$ cat src/hw/rtl/scd_pkg.sv
`timescale 1ns / 1ps
// Shared types and constants for the source code detector.
// No dependencies; every other file in this block imports it, except scd_checker.
package scd_pkg;

    localparam int DEPTH_BITS = 16;

    typedef logic [DEPTH_BITS-1:0] depth_t;
    typedef logic [2:0][DEPTH_BITS-1:0] depth_set_t;

    localparam depth_t DEPTH_MAX = '1;

    typedef enum logic [2:0] {
        VERDICT_EMPTY   = 3'd0,
        VERDICT_BRACKET = 3'd1,
        VERDICT_INCLUDE = 3'd2,
        VERDICT_MAIN    = 3'd3,
        VERDICT_TEXT    = 3'd4
    } verdict_t;

    // One input beat as held in the input register.
    typedef struct packed {
        logic [7:0] data_byte;
        logic       last;
    } beat_t;

    // One result item on its way to the output register.
    typedef struct packed {
        logic     is_code;
        verdict_t verdict;
    } result_t;

endpackage

$ cat src/hw/rtl/scd_in_stage.sv
`timescale 1ns / 1ps
// Input register of the source code detector: holds one accepted beat.
// Depends on scd_pkg for the beat type.
module scd_in_stage (
    input  logic          aclk,
    input  logic          aresetn,
    input  logic          s_tvalid,
    output logic          s_tready,
    input  logic [7:0]    s_tdata,   // [7:0] data_byte
    input  logic          s_tlast,
    input  logic          advance,
    output logic          beat_valid,
    output scd_pkg::beat_t beat
);
    import scd_pkg::*;

    logic  valid_reg;
    logic  valid_next;
    beat_t beat_reg;
    logic  load;

    assign s_tready = !valid_reg || advance;
    assign load     = s_tvalid && s_tready;

    always_comb begin
        valid_next = valid_reg;
        if (load) begin
            valid_next = 1'b1;
        end else if (advance) begin
            valid_next = 1'b0;
        end
    end

    always_ff @(posedge aclk) begin
        if (!aresetn) begin
            valid_reg <= 1'b0;
        end else begin
            valid_reg <= valid_next;
        end
    end

    always_ff @(posedge aclk) begin
        if (load) begin
            beat_reg.data_byte <= s_tdata;
            beat_reg.last      <= s_tlast;
        end
    end

    assign beat_valid = valid_reg;
    assign beat       = beat_reg;

endmodule

$ cat src/hw/rtl/scd_classifier.sv
`timescale 1ns / 1ps
// Per-message scan state of the source code detector: bracket depths,
// include matcher and the main() recognizer. Depends on scd_pkg.
module scd_classifier (
    input  logic             aclk,
    input  logic             aresetn,
    input  logic             fire,
    input  scd_pkg::beat_t   beat,
    output logic             res_valid,
    output scd_pkg::result_t result
);
    import scd_pkg::*;

    typedef enum logic [6:0] {
        PH_IDLE   = 7'b0000001,
        PH_OPEN_R = 7'b0000010,
        PH_IN_R   = 7'b0000100,
        PH_OPEN_C = 7'b0001000,
        PH_IN_C   = 7'b0010000,
        PH_FOUND  = 7'b0100000,
        PH_FAIL   = 7'b1000000
    } phase_t;

    typedef struct packed {
        depth_set_t depth;
        logic       ok;
    } count_t;

    localparam logic [7:0] CH_LPAREN = 8'h28;
    localparam logic [7:0] CH_RPAREN = 8'h29;
    localparam logic [7:0] CH_LSQUARE = 8'h5B;
    localparam logic [7:0] CH_RSQUARE = 8'h5D;
    localparam logic [7:0] CH_LCURLY = 8'h7B;
    localparam logic [7:0] CH_RCURLY = 8'h7D;
    localparam logic [7:0] CH_HASH = 8'h23;
    localparam logic [3:0] INCL_LEN = 4'd8;

    function automatic logic is_ws(input logic [7:0] b);
        return (b == 8'h20) || (b >= 8'h09 && b <= 8'h0D);
    endfunction

    function automatic logic [7:0] to_lower(input logic [7:0] b);
        return (b >= 8'h41 && b <= 8'h5A) ? b + 8'h20 : b;
    endfunction

    function automatic logic [7:0] incl_char(input logic [2:0] idx);
        logic [7:0] c;
        case (idx)
            3'd0:    c = CH_HASH;
            3'd1:    c = "i";
            3'd2:    c = "n";
            3'd3:    c = "c";
            3'd4:    c = "l";
            3'd5:    c = "u";
            3'd6:    c = "d";
            default: c = "e";
        endcase
        return c;
    endfunction

    // Apply one byte to a set of (), [], {} depths; ok drops on underflow or overflow.
    function automatic count_t count_bracket(input depth_set_t d, input logic [7:0] b);
        count_t     r;
        logic       hit;
        logic       up;
        logic [1:0] k;
        r.depth = d;
        r.ok    = 1'b1;
        hit     = 1'b1;
        up      = 1'b0;
        k       = 2'd0;
        case (b)
            CH_LPAREN:  begin k = 2'd0; up = 1'b1; end
            CH_RPAREN:  begin k = 2'd0; up = 1'b0; end
            CH_LSQUARE: begin k = 2'd1; up = 1'b1; end
            CH_RSQUARE: begin k = 2'd1; up = 1'b0; end
            CH_LCURLY:  begin k = 2'd2; up = 1'b1; end
            CH_RCURLY:  begin k = 2'd2; up = 1'b0; end
            default:    hit = 1'b0;
        endcase
        if (hit) begin
            if (up) begin
                if (d[k] == DEPTH_MAX) r.ok = 1'b0;
                else r.depth[k] = d[k] + 1'b1;
            end else begin
                if (d[k] == '0) r.ok = 1'b0;
                else r.depth[k] = d[k] - 1'b1;
            end
        end
        return r;
    endfunction

    depth_set_t       depth_reg, depth_next;
    logic             bracket_error_reg, bracket_error_next;
    logic [3:0]       incl_prog_reg, incl_prog_next;
    logic             include_seen_reg, include_seen_next;
    logic [4:0][7:0]  recent_reg, recent_next;
    logic [3:0][7:0]  type_win_reg, type_win_next;
    logic [2:0]       chars_before_reg, chars_before_next;
    phase_t           phase_reg, phase_next;
    depth_set_t       inner_reg, inner_next;
    logic             ended_reg, ended_next;
    logic             any_byte_reg, any_byte_next;

    logic [7:0]       b;
    count_t           outer_cnt;
    count_t           inner_cnt;
    logic             t_int;
    logic             t_void;
    logic             clear;
    verdict_t         verdict;

    assign b         = beat.data_byte;
    assign outer_cnt = count_bracket(depth_reg, b);
    assign inner_cnt = count_bracket(inner_reg, b);

    always_comb begin
        depth_next         = depth_reg;
        bracket_error_next = bracket_error_reg;
        incl_prog_next     = incl_prog_reg;
        include_seen_next  = include_seen_reg;
        recent_next        = recent_reg;
        type_win_next      = type_win_reg;
        chars_before_next  = chars_before_reg;
        phase_next         = phase_reg;
        inner_next         = inner_reg;
        ended_next         = ended_reg;
        any_byte_next      = any_byte_reg;
        t_int              = 1'b0;
        t_void             = 1'b0;

        if (!ended_reg) begin
            if (b == 8'h00) begin
                ended_next = 1'b1;
            end else begin
                any_byte_next = 1'b1;

                if (!bracket_error_reg) begin
                    depth_next = outer_cnt.depth;
                    if (!outer_cnt.ok) bracket_error_next = 1'b1;
                end

                if (!include_seen_reg) begin
                    if (incl_prog_reg < INCL_LEN && b == incl_char(incl_prog_reg[2:0])) begin
                        incl_prog_next = incl_prog_reg + 4'd1;
                    end else begin
                        incl_prog_next = (b == CH_HASH) ? 4'd1 : 4'd0;
                    end
                    if (incl_prog_next == INCL_LEN) include_seen_next = 1'b1;
                end

                case (phase_reg)
                    PH_OPEN_R: begin
                        if (b == CH_LPAREN) begin
                            inner_next = '0;
                            phase_next = PH_IN_R;
                        end else if (!is_ws(b)) begin
                            phase_next = PH_FAIL;
                        end
                    end
                    PH_IN_R: begin
                        if (b == CH_RPAREN && inner_reg == '0) phase_next = PH_OPEN_C;
                        else if (!inner_cnt.ok) phase_next = PH_FAIL;
                        else inner_next = inner_cnt.depth;
                    end
                    PH_OPEN_C: begin
                        if (b == CH_LCURLY) begin
                            inner_next = '0;
                            phase_next = PH_IN_C;
                        end else if (!is_ws(b)) begin
                            phase_next = PH_FAIL;
                        end
                    end
                    PH_IN_C: begin
                        if (b == CH_RCURLY && inner_reg == '0) phase_next = PH_FOUND;
                        else if (!inner_cnt.ok) phase_next = PH_FAIL;
                        else inner_next = inner_cnt.depth;
                    end
                    default: begin
                    end
                endcase

                // Start of a whitespace run: snapshot the word just before it.
                if (is_ws(b) && !is_ws(recent_reg[0])) begin
                    type_win_next = recent_reg[3:0];
                    if (recent_reg[0] == 8'h00)      chars_before_next = 3'd0;
                    else if (recent_reg[1] == 8'h00) chars_before_next = 3'd1;
                    else if (recent_reg[2] == 8'h00) chars_before_next = 3'd2;
                    else if (recent_reg[3] == 8'h00) chars_before_next = 3'd3;
                    else                             chars_before_next = 3'd4;
                end

                recent_next = {recent_reg[3:0], b};

                if (phase_reg == PH_IDLE && b == "n" && recent_reg[0] == "i" &&
                    recent_reg[1] == "a" && recent_reg[2] == "m" && is_ws(recent_reg[3])) begin
                    t_int  = chars_before_reg >= 3'd3 && to_lower(type_win_reg[2]) == "i" &&
                             to_lower(type_win_reg[1]) == "n" &&
                             to_lower(type_win_reg[0]) == "t";
                    t_void = chars_before_reg >= 3'd4 && to_lower(type_win_reg[3]) == "v" &&
                             to_lower(type_win_reg[2]) == "o" &&
                             to_lower(type_win_reg[1]) == "i" &&
                             to_lower(type_win_reg[0]) == "d";
                    phase_next = (t_int || t_void) ? PH_OPEN_R : PH_FAIL;
                end
            end
        end
    end

    always_comb begin
        if (!any_byte_next) begin
            verdict = VERDICT_EMPTY;
        end else if (bracket_error_next || depth_next != '0) begin
            verdict = VERDICT_BRACKET;
        end else if (include_seen_next) begin
            verdict = VERDICT_INCLUDE;
        end else if (phase_next == PH_FOUND) begin
            verdict = VERDICT_MAIN;
        end else begin
            verdict = VERDICT_TEXT;
        end
    end

    assign result.verdict = verdict;
    assign result.is_code = (verdict == VERDICT_INCLUDE) || (verdict == VERDICT_MAIN);
    assign res_valid      = fire && beat.last;

    // Drop all scan state once the last beat of a message has been classified.
    assign clear = !aresetn || res_valid;

    always_ff @(posedge aclk) begin
        if (clear) begin
            depth_reg         <= '0;
            bracket_error_reg <= 1'b0;
            incl_prog_reg     <= 4'd0;
            include_seen_reg  <= 1'b0;
            recent_reg        <= '0;
            type_win_reg      <= '0;
            chars_before_reg  <= 3'd0;
            phase_reg         <= PH_IDLE;
            inner_reg         <= '0;
            ended_reg         <= 1'b0;
            any_byte_reg      <= 1'b0;
        end else if (fire) begin
            depth_reg         <= depth_next;
            bracket_error_reg <= bracket_error_next;
            incl_prog_reg     <= incl_prog_next;
            include_seen_reg  <= include_seen_next;
            recent_reg        <= recent_next;
            type_win_reg      <= type_win_next;
            chars_before_reg  <= chars_before_next;
            phase_reg         <= phase_next;
            inner_reg         <= inner_next;
            ended_reg         <= ended_next;
            any_byte_reg      <= any_byte_next;
        end
    end

endmodule

$ cat src/hw/rtl/scd_out_stage.sv
`timescale 1ns / 1ps
// Output register of the source code detector: holds one result beat.
// Depends on scd_pkg for the result type.
module scd_out_stage (
    input  logic             aclk,
    input  logic             aresetn,
    input  logic             load,
    input  scd_pkg::result_t result,
    output logic             out_ready,
    output logic             m_tvalid,
    input  logic             m_tready,
    output logic [7:0]       m_tdata    // [0] is_code, [3:1] verdict, [7:4] zero
);
    import scd_pkg::*;

    logic    valid_reg;
    logic    valid_next;
    result_t result_reg;

    assign out_ready = !valid_reg || m_tready;

    always_comb begin
        valid_next = valid_reg;
        if (load) begin
            valid_next = 1'b1;
        end else if (m_tready) begin
            valid_next = 1'b0;
        end
    end

    always_ff @(posedge aclk) begin
        if (!aresetn) begin
            valid_reg <= 1'b0;
        end else begin
            valid_reg <= valid_next;
        end
    end

    always_ff @(posedge aclk) begin
        if (load) begin
            result_reg <= result;
        end
    end

    assign m_tvalid = valid_reg;
    assign m_tdata  = {4'b0000, result_reg.verdict, result_reg.is_code};

endmodule

$ cat src/hw/rtl/source_code_detector_top.sv
`timescale 1ns / 1ps
// Source code detector: classifies a byte stream message as C source or not.
// Throughput: one byte beat per cycle; the input stalls only while a result waits on m_tready.
// The last beat passes through the input register, then its result is loaded into the result register.
// Per-byte work is one pass of the scan logic between the input and result registers.
// Reset: synchronous active-low aresetn empties both registers and clears all scan state.
// Depends on scd_pkg, scd_in_stage, scd_classifier and scd_out_stage.
module source_code_detector_top (
    input  logic       aclk,
    input  logic       aresetn,
    input  logic       s_tvalid,
    output logic       s_tready,
    input  logic [7:0] s_tdata,   // [7:0] data_byte
    input  logic       s_tlast,
    output logic       m_tvalid,
    input  logic       m_tready,
    output logic [7:0] m_tdata    // [0] is_code, [3:1] verdict, [7:4] zero
);
    import scd_pkg::*;

    beat_t   beat;
    logic    beat_valid;
    logic    advance;
    logic    fire;
    logic    res_valid;
    result_t result;

    assign fire = beat_valid && advance;

    scd_in_stage u_in (
        .aclk       (aclk),
        .aresetn    (aresetn),
        .s_tvalid   (s_tvalid),
        .s_tready   (s_tready),
        .s_tdata    (s_tdata),
        .s_tlast    (s_tlast),
        .advance    (advance),
        .beat_valid (beat_valid),
        .beat       (beat)
    );

    scd_classifier u_cls (
        .aclk      (aclk),
        .aresetn   (aresetn),
        .fire      (fire),
        .beat      (beat),
        .res_valid (res_valid),
        .result    (result)
    );

    scd_out_stage u_out (
        .aclk      (aclk),
        .aresetn   (aresetn),
        .load      (res_valid),
        .result    (result),
        .out_ready (advance),
        .m_tvalid  (m_tvalid),
        .m_tready  (m_tready),
        .m_tdata   (m_tdata)
    );

endmodule

$ cat config.mk
export PLATFORM = sky130hd
export DESIGN_NAME = source_code_detector_top
export DESIGN_NICKNAME = d
export VERILOG_FILES = /design/src/hw/rtl/scd_pkg.sv /design/src/hw/rtl/scd_in_stage.sv /design/src/hw/rtl/scd_classifier.sv /design/src/hw/rtl/scd_out_stage.sv /design/src/hw/rtl/source_code_detector_top.sv
export SDC_FILE = /design/constraint.sdc
export NUM_CORES = 1
export LEC_CHECK = 0
export ABC_AREA = 1
export ABC_CLOCK_PERIOD_IN_PS = 4300
export CORE_ASPECT_RATIO = 1.2
export CORE_MARGIN = 3
export CORE_UTILIZATION = 48
export CTS_BUF_LIST = sky130_fd_sc_hd__clkbuf_2
export DETAILED_ROUTE_END_ITERATION = 16
export DONT_BUFFER_PORTS = 1
export PLACE_DENSITY = 0.6
export SYNTH_ARGS = -nofsm -noshare
export SYNTH_HDL_FRONTEND = slang
export SYNTH_SLANG_ARGS = --single-unit
$ cat constraint.sdc
create_clock -name aclk -period 4.3 [get_ports aclk]
set_input_delay 0.215 -clock aclk [delete_from_list [all_inputs] [get_ports aclk]]
set_output_delay 0.215 -clock aclk [all_outputs]
set_load 0.02 [all_outputs]
==> results.py, run 1 <==
metrics = {
    "run_status": {
        "status": "completed",
    },
    "synth": {
        "synth_cells": 2147,
        "syn_avg_cell_area_sq_um": 6.13,
        "async_reset_ff_frac": 0,
        "synth_most_common_cell": "nand2_1",
        "syn_area_sq_mm": 0.0132,
        "yosysSeqAreaShare": 0.303,
        "synth_top_cells_by_count": "nand2_1, nand3_1, a21oi_1",
        "yosys_register_bits": 193,
        "ys_warn_count": 0,
        "synth_top_cell_area_share": 0.274,
        "synthTopCellsByArea": "dfxtp_1, nand2_1, nand3_1, a21oi_1, inv_1",
        "synth_enable_flop_cells": 13,
        "synth_top_area_cell": "dfxtp_1",
        "synth_flop_cell": "dfxtp_1",
        "ys_types": 56,
    },
    "cells_and_area": {
        "finalCoreUtilization": 0.525,
        "syn_to_final_growth_pct": 6.35,
        "stdcell_count": 2484,
        "drive_gt1_frac": 0.0796,
        "nets": 2162,
    },
    "power": {
        "vdd_ir_drop_max_mv": 0.141,
        "p_leak_nw": 5.99,
        "power.density_mw_per_mm2": 263,
    },
    "routing": {
        "firstDrtPassIters": 5,
        "met2_length_mm": 20.8,
        "ant_nets": 0,
        "viasPerCell": 5.63,
        "drt-met1-wl_mm": 18.4,
        "drc": 0,
        "drtIter0Drc": 1083,
        "top_layer": "met4",
        "routedWlPerCell_um": 17.3,
        "drt-total-wl_mm": 42.9,
        "dr_wl_met3_mm": 2.29,
        "vias": 14000,
    },
    "hold_path": {
        "worstHoldPathType": "input pin to register",
    },
    "worst_setup_path": {
        "path_class": "register to register",
        "startpoint_type": "register",
        "cp_max_fo": 50,
        "cpMostUsedCell": "nand2_1",
        "cp.required_ps": 5050,
        "worst_ep_arrival_time_ps": 4690,
        "end_kind": "register",
        "critical-path-max-stage-delay_ps": 560,
        "crit_path_top_delay_cell": "edfxtp_1",
    },
    "timing": {
        "fmax_mhz": 254,
        "hold_viol": 0,
        "worstMarginPinSlew_ps": 970,
        "holdWs_ps": 453,
        "period_minus_slack_ps": 3940,
        "relSlewSlack": 0.353,
        "drv_slew": 0,
        "setup_slack_ps": 356,
        "fin_crit_sh": 0.917,
        "setup_viol": 0,
        "tns_ps": 0,
        "skew_ps": 80.1,
        "rsz0062_at_grt": "no",
    },
    "cts": {
        "root_buffer": "clkbuf_2",
        "clkSinkCount": 193,
        "insertion_delay_ps": 910,
        "htreeDepth": 4,
        "cts_tree": "yes",
        "cts.clk_slew.worst_paths_ps": 320,
        "cts_max_path_buffers": 2,
        "numCtsBuffers": 17,
    },
    "placed_design": {
        "dp_slack_ps": 198,
        "hpwl_mm": 30.1,
        "portBuffers": 0,
        "gp_congestion": 0.975,
        "dp_cells": 2423,
    },
    "run": {
        "drv_cap": 0,
    },
    "floorplan": {
        "die-area_sq_mm": 0.0295,
        "fp.dieH_um": 187,
        "dieWidth_um": 157,
        "coreArea_sq_mm": 0.0267,
        "start_util": 0.493,
        "ioPinCount": 23,
        "placementRows": 65,
    },
    "grt": {
        "grt_pass1_vias": 12900,
        "track_usage": 0.290,
        "antenna_found_initial": 1,
        "gr-total-overflow": 0,
        "grt_max_degree": 104,
        "grt_pass1_wl_mm": 68.9,
    },
}
-- where the power goes --
part	total [mW]	internal (mW)	switching [mW]
sequential	1.94	1.87	0.0645
combinational	0.747	0.230	0.517
clock	0.997	0.245	0.752
-- final timing paths --
kind,start,end,slack [ps],cells after the start
max,u_in.beat[2],u_out.m_tdata[0],360,25
min,m_tready,u_cls.depth_reg[32],450,6
max reg2reg,u_in.beat[2],u_out.m_tdata[0],360,25
min reg2reg,u_cls.type_win_reg[2],u_cls.type_win_reg[2],480,2
-- layer usage --
metal | GRT usage | vias up
li1 | - | 7029
met1 | 0.379 | 6426
met2 | 0.495 | 429
met3 | 0.0333 | 91
met4 | 0.0942 | 0
met5 | 0 | -
-- layout make-up --
class | instances | area, sq um
Fill cell | 2834 | 12700
Timing Repair Buffer | 68 | 633
Sequential cell | 193 | 3990
Clock buffer | 17 | 85.1
Multi-Input combinational cell | 1637 | 7870
Tap cell | 335 | 419
Antenna cell | 2 | 5.00
Clock inverter | 15 | 169
Inverter | 217 | 826
-- stage by stage --
| stage | area [sq um] | power (mW) |
|---|---|---|
| final | 14000 | 3.68 |
| after global routing | 14000 | 3.86 |
| after CTS | 13900 | 3.68 |
| after detailed placement | 13400 | 2.68 |
| after global placement | 13400 | 2.68 |
| after floorplan | 13200 | 2.49 |
-- worst max-delay path, delay by kind of cell, from the launching register on --
kind / cells / cell delay, ps
buf+inv: 4 / 580
simple gates: 20 / 2420
flops: 1 / 560
fa+ha+maj: 1 / 220
-- layout by cell type, fill, tap and decap left out, types with 5 or more instances in the layout --
master	n
a21oi_1	207
a31oi_1	5
buf_12	5
buf_4	39
clkbuf_2	17
dfxtp_1	180
dlygate4sd3_1	24
edfxtp_1	13
ha_1	15
inv_1	193
inv_2	18
inv_4	5
nand2_1	689
nand2_2	13
nand2_4	6
nand3_1	239
nand3_2	14
nand4_1	32
nor2_1	119
nor2_2	13
nor2_4	9
nor3_1	16
nor4_1	35
o211ai_1	8
o21ai_0	146
o21ai_1	8
xor2_1	13
-- repair_timing --
item                                   CTS  global route
gates resized for setup                  0            10
hold buffers                            24             0
endpoints found under the hold margin  183             0
setup buffers                            0             3
setup endpoints to repair                0            36
-- kinds of logic (layout without fill, tap and decap cells) --
family,Yosys count,in the layout,synth area share
other cells,1,6,0.000285
compound gates,395,395,0.158
fa+ha+maj,15,15,0.0143
xor+xnor,17,17,0.0113
flops,193,193,0.303
mux,2,2,0.00152
buf+inv,320,317,0.103
simple gates,1204,1204,0.408
(Power assumes the default switching activity.)
==> run 2, diff against run 1 <==
--- a/config.mk
+++ b/config.mk
@@ -9,11 +9,12 @@
 export ABC_CLOCK_PERIOD_IN_PS = 4300
 export CORE_ASPECT_RATIO = 1.2
 export CORE_MARGIN = 3
-export CORE_UTILIZATION = 48
+export CORE_UTILIZATION = 65
 export CTS_BUF_LIST = sky130_fd_sc_hd__clkbuf_2
 export DETAILED_ROUTE_END_ITERATION = 16
 export DONT_BUFFER_PORTS = 1
-export PLACE_DENSITY = 0.6
+export HOLD_SLACK_MARGIN = 0.15
+export PLACE_DENSITY = 0.89
 export SYNTH_ARGS = -nofsm -noshare
 export SYNTH_HDL_FRONTEND = slang
 export SYNTH_SLANG_ARGS = --single-unit
==> run 2 against run 1 <==
Against the previous run:
- clock-buffer cell count unchanged
- sequential power about the same
- total power decreased by 0.98%
- critical path type unchanged
==> results.py, run 2 (synthesis results as in run 1) <==
metrics = {
    "power": {
        "p_leak_nw": 5.98,
        "power_frac_seq": 0.531,
        "p_int_mw": 2.29,
        "power.density_mw_per_mm2": 263,
        "swShare": 0.371,
        "power_switching_mw": 1.35,
        "vdd_ir_drop_max_mv": 0.190,
        "p_clk_frac": 0.259,
        "p_comb_frac": 0.209,
    },
    "worst_setup_path": {
        "startpoint_type": "register",
        "startpoint": "u_in.beat[3]",
        "reg2reg_depth": 27,
        "regToRegStartpoint": "u_in.beat[3]",
        "end_kind": "register",
        "crit_path_top_delay_cell": "edfxtp_1",
        "cp.depth": 27,
        "cp.required_ps": 4970,
        "cpMostUsedCell": "nand2_1",
        "critical-path-max-stage-delay_ps": 550,
        "reg2reg_slack_ps": 180,
        "cp_max_fo": 21,
        "critical_path_buf_inv_count": 6,
        "path_class": "register to register",
        "crit_family": "simple AND/OR/NAND/NOR gates",
        "worst_ep_arrival_time_ps": 4790,
    },
    "grt": {
        "grt_pass1_wl_mm": 67.4,
        "met3_usage": 0.0613,
        "antenna_found_initial": 1,
        "grt.busiest_layer": "met2",
        "use_met1": 0.475,
        "grt_max_degree": 104,
        "track_usage": 0.377,
        "grt_pass1_vias": 13600,
        "met2_usage": 0.616,
        "gr-total-overflow": 0,
    },
    "timing": {
        "fmax_mhz": 243,
        "worstMarginPinSlew_ps": 966,
        "hold_viol": 0,
        "setup_viol": 0,
        "holdWs_ps": 390,
        "period_minus_slack_ps": 4120,
        "tns_ps": 0,
        "fin_crit_sh": 0.958,
        "drv_slew": 0,
        "skew_ps": 61.7,
        "relSlewSlack": 0.356,
    },
    "cells_and_area": {
        "syn_to_final_growth_pct": 5.41,
        "final_common_cell": "nand2_1",
        "drive_gt1_frac": 0.0801,
        "nets": 2164,
        "fillers": 1763,
        "layout_common_cells": "nand2_1, nand3_1, a21oi_1",
    },
    "hold_path": {
        "worstHoldPathType": "input pin to register",
        "holdPathStages": 3,
        "min_from": "s_tvalid",
    },
    "routing": {
        "drc": 0,
        "vias": 14900,
        "routedWlPerCell_um": 17.6,
        "viasPerCell": 6.17,
        "drtIter0Drc": 1869,
        "ant_nets": 0,
        "drt-total-wl_mm": 42.4,
        "firstDrtPassIters": 8,
    },
    "run_status": {
        "status": "completed",
    },
    "cts": {
        "numCtsBuffers": 17,
        "htreeDepth": 4,
        "insertion_delay_ps": 850,
        "cts_tree": "yes",
        "clkSinkCount": 193,
        "cts.clk_slew.worst_paths_ps": 350,
        "root_buffer": "clkbuf_2",
        "cts_max_path_buffers": 2,
    },
    "floorplan": {
        "placementRows": 56,
        "die-area_sq_mm": 0.0220,
        "ioPinCount": 23,
        "dieWidth_um": 136,
        "start_util": 0.668,
        "coreArea_sq_mm": 0.0197,
        "fp.dieH_um": 162,
    },
    "placed_design": {
        "hpwl_mm": 29.1,
        "portBuffers": 0,
        "gp_congestion": 1.01,
    },
    "run": {
        "drv_cap": 0,
    },
}
==> run 2: cell types whose count changed in the layout (fill, tap and decap cells not counted), sizes merged <==
cell,delta
dlygate4sd3,+1
diode,-1
buf,+1
bufinv,-1
inv,+1
clkinv,-2
clkinvlp,+1
==> run 2: worst min-delay path: cells and delay by family <==
| family | cells | cell delay [ps] |
|---|---|---|
| buffers and inverters | 2 | 740 |
| and+or+nand+nor | 1 | 90 |
==> run 2: cell type report <==
cell class	count	area, sq um	share of cell area
Antenna cell	1	2.50	0.000180
Clock buffer	17	85.1	0.00613
Clock inverter	14	148	0.0106
Inverter	217	823	0.0593
Multi-Input combinational cell	1637	7880	0.568
Sequential cell	193	3990	0.288
Tap cell	261	327	0.0235
Timing Repair Buffer	70	613	0.0442
==> run 2: layer usage <==
layer	vias to the layer above	wire [um]
li1	7027	-
met1	6694	16000
met2	942	19500
met3	208	4410
met4	0	2450
met5	-	0
==> run 2: repair_timing <==
item                                    CTS  global route
endpoints found under the hold margin   191             0
hold buffers                             25             0
resized for setup                         0            14
buffers inserted                          0             8
endpoints found under the setup margin    0            21
==> run 2: through the flow <==
step | setup WS, ps | area, sq um | util | instances | total power, mW
4_1_cts | 65.3 | 13700 | 0.698 | 2401 | 3.59
3_3_place_gp | 243 | 13300 | 0.674 | 2345 | 2.65
5_1_grt | -64.2 | 13900 | 0.705 | 2410 | 3.80
2_1_floorplan | 1120 | 13200 | - | 2150 | 2.49
6_report | 180 | 13900 | 0.705 | 2410 | 3.65
3_5_place_dp | 179 | 13300 | 0.674 | 2345 | 2.66
==> run 2: path summary, 6_finish.rpt <==
| kind | endpoint |
|---|---|
| max | u_out.m_tdata[3] |
| min reg2reg | u_cls.type_win_reg[25] |
| max reg2reg | u_out.m_tdata[3] |
| min | u_in.beat[5] |
==> run 2: power by group through the flow <==
stage / logic (mW) / clock network [mW] / registers (mW)
5_1_grt: 0.844 / 1.01 / 1.94
3_5_place_dp: 0.700 / 0 / 1.96
2_1_floorplan: 0.547 / 0 / 1.94
3_3_place_gp: 0.688 / 0 / 1.96
4_1_cts: 0.721 / 0.935 / 1.93
6_report: 0.763 / 0.945 / 1.94
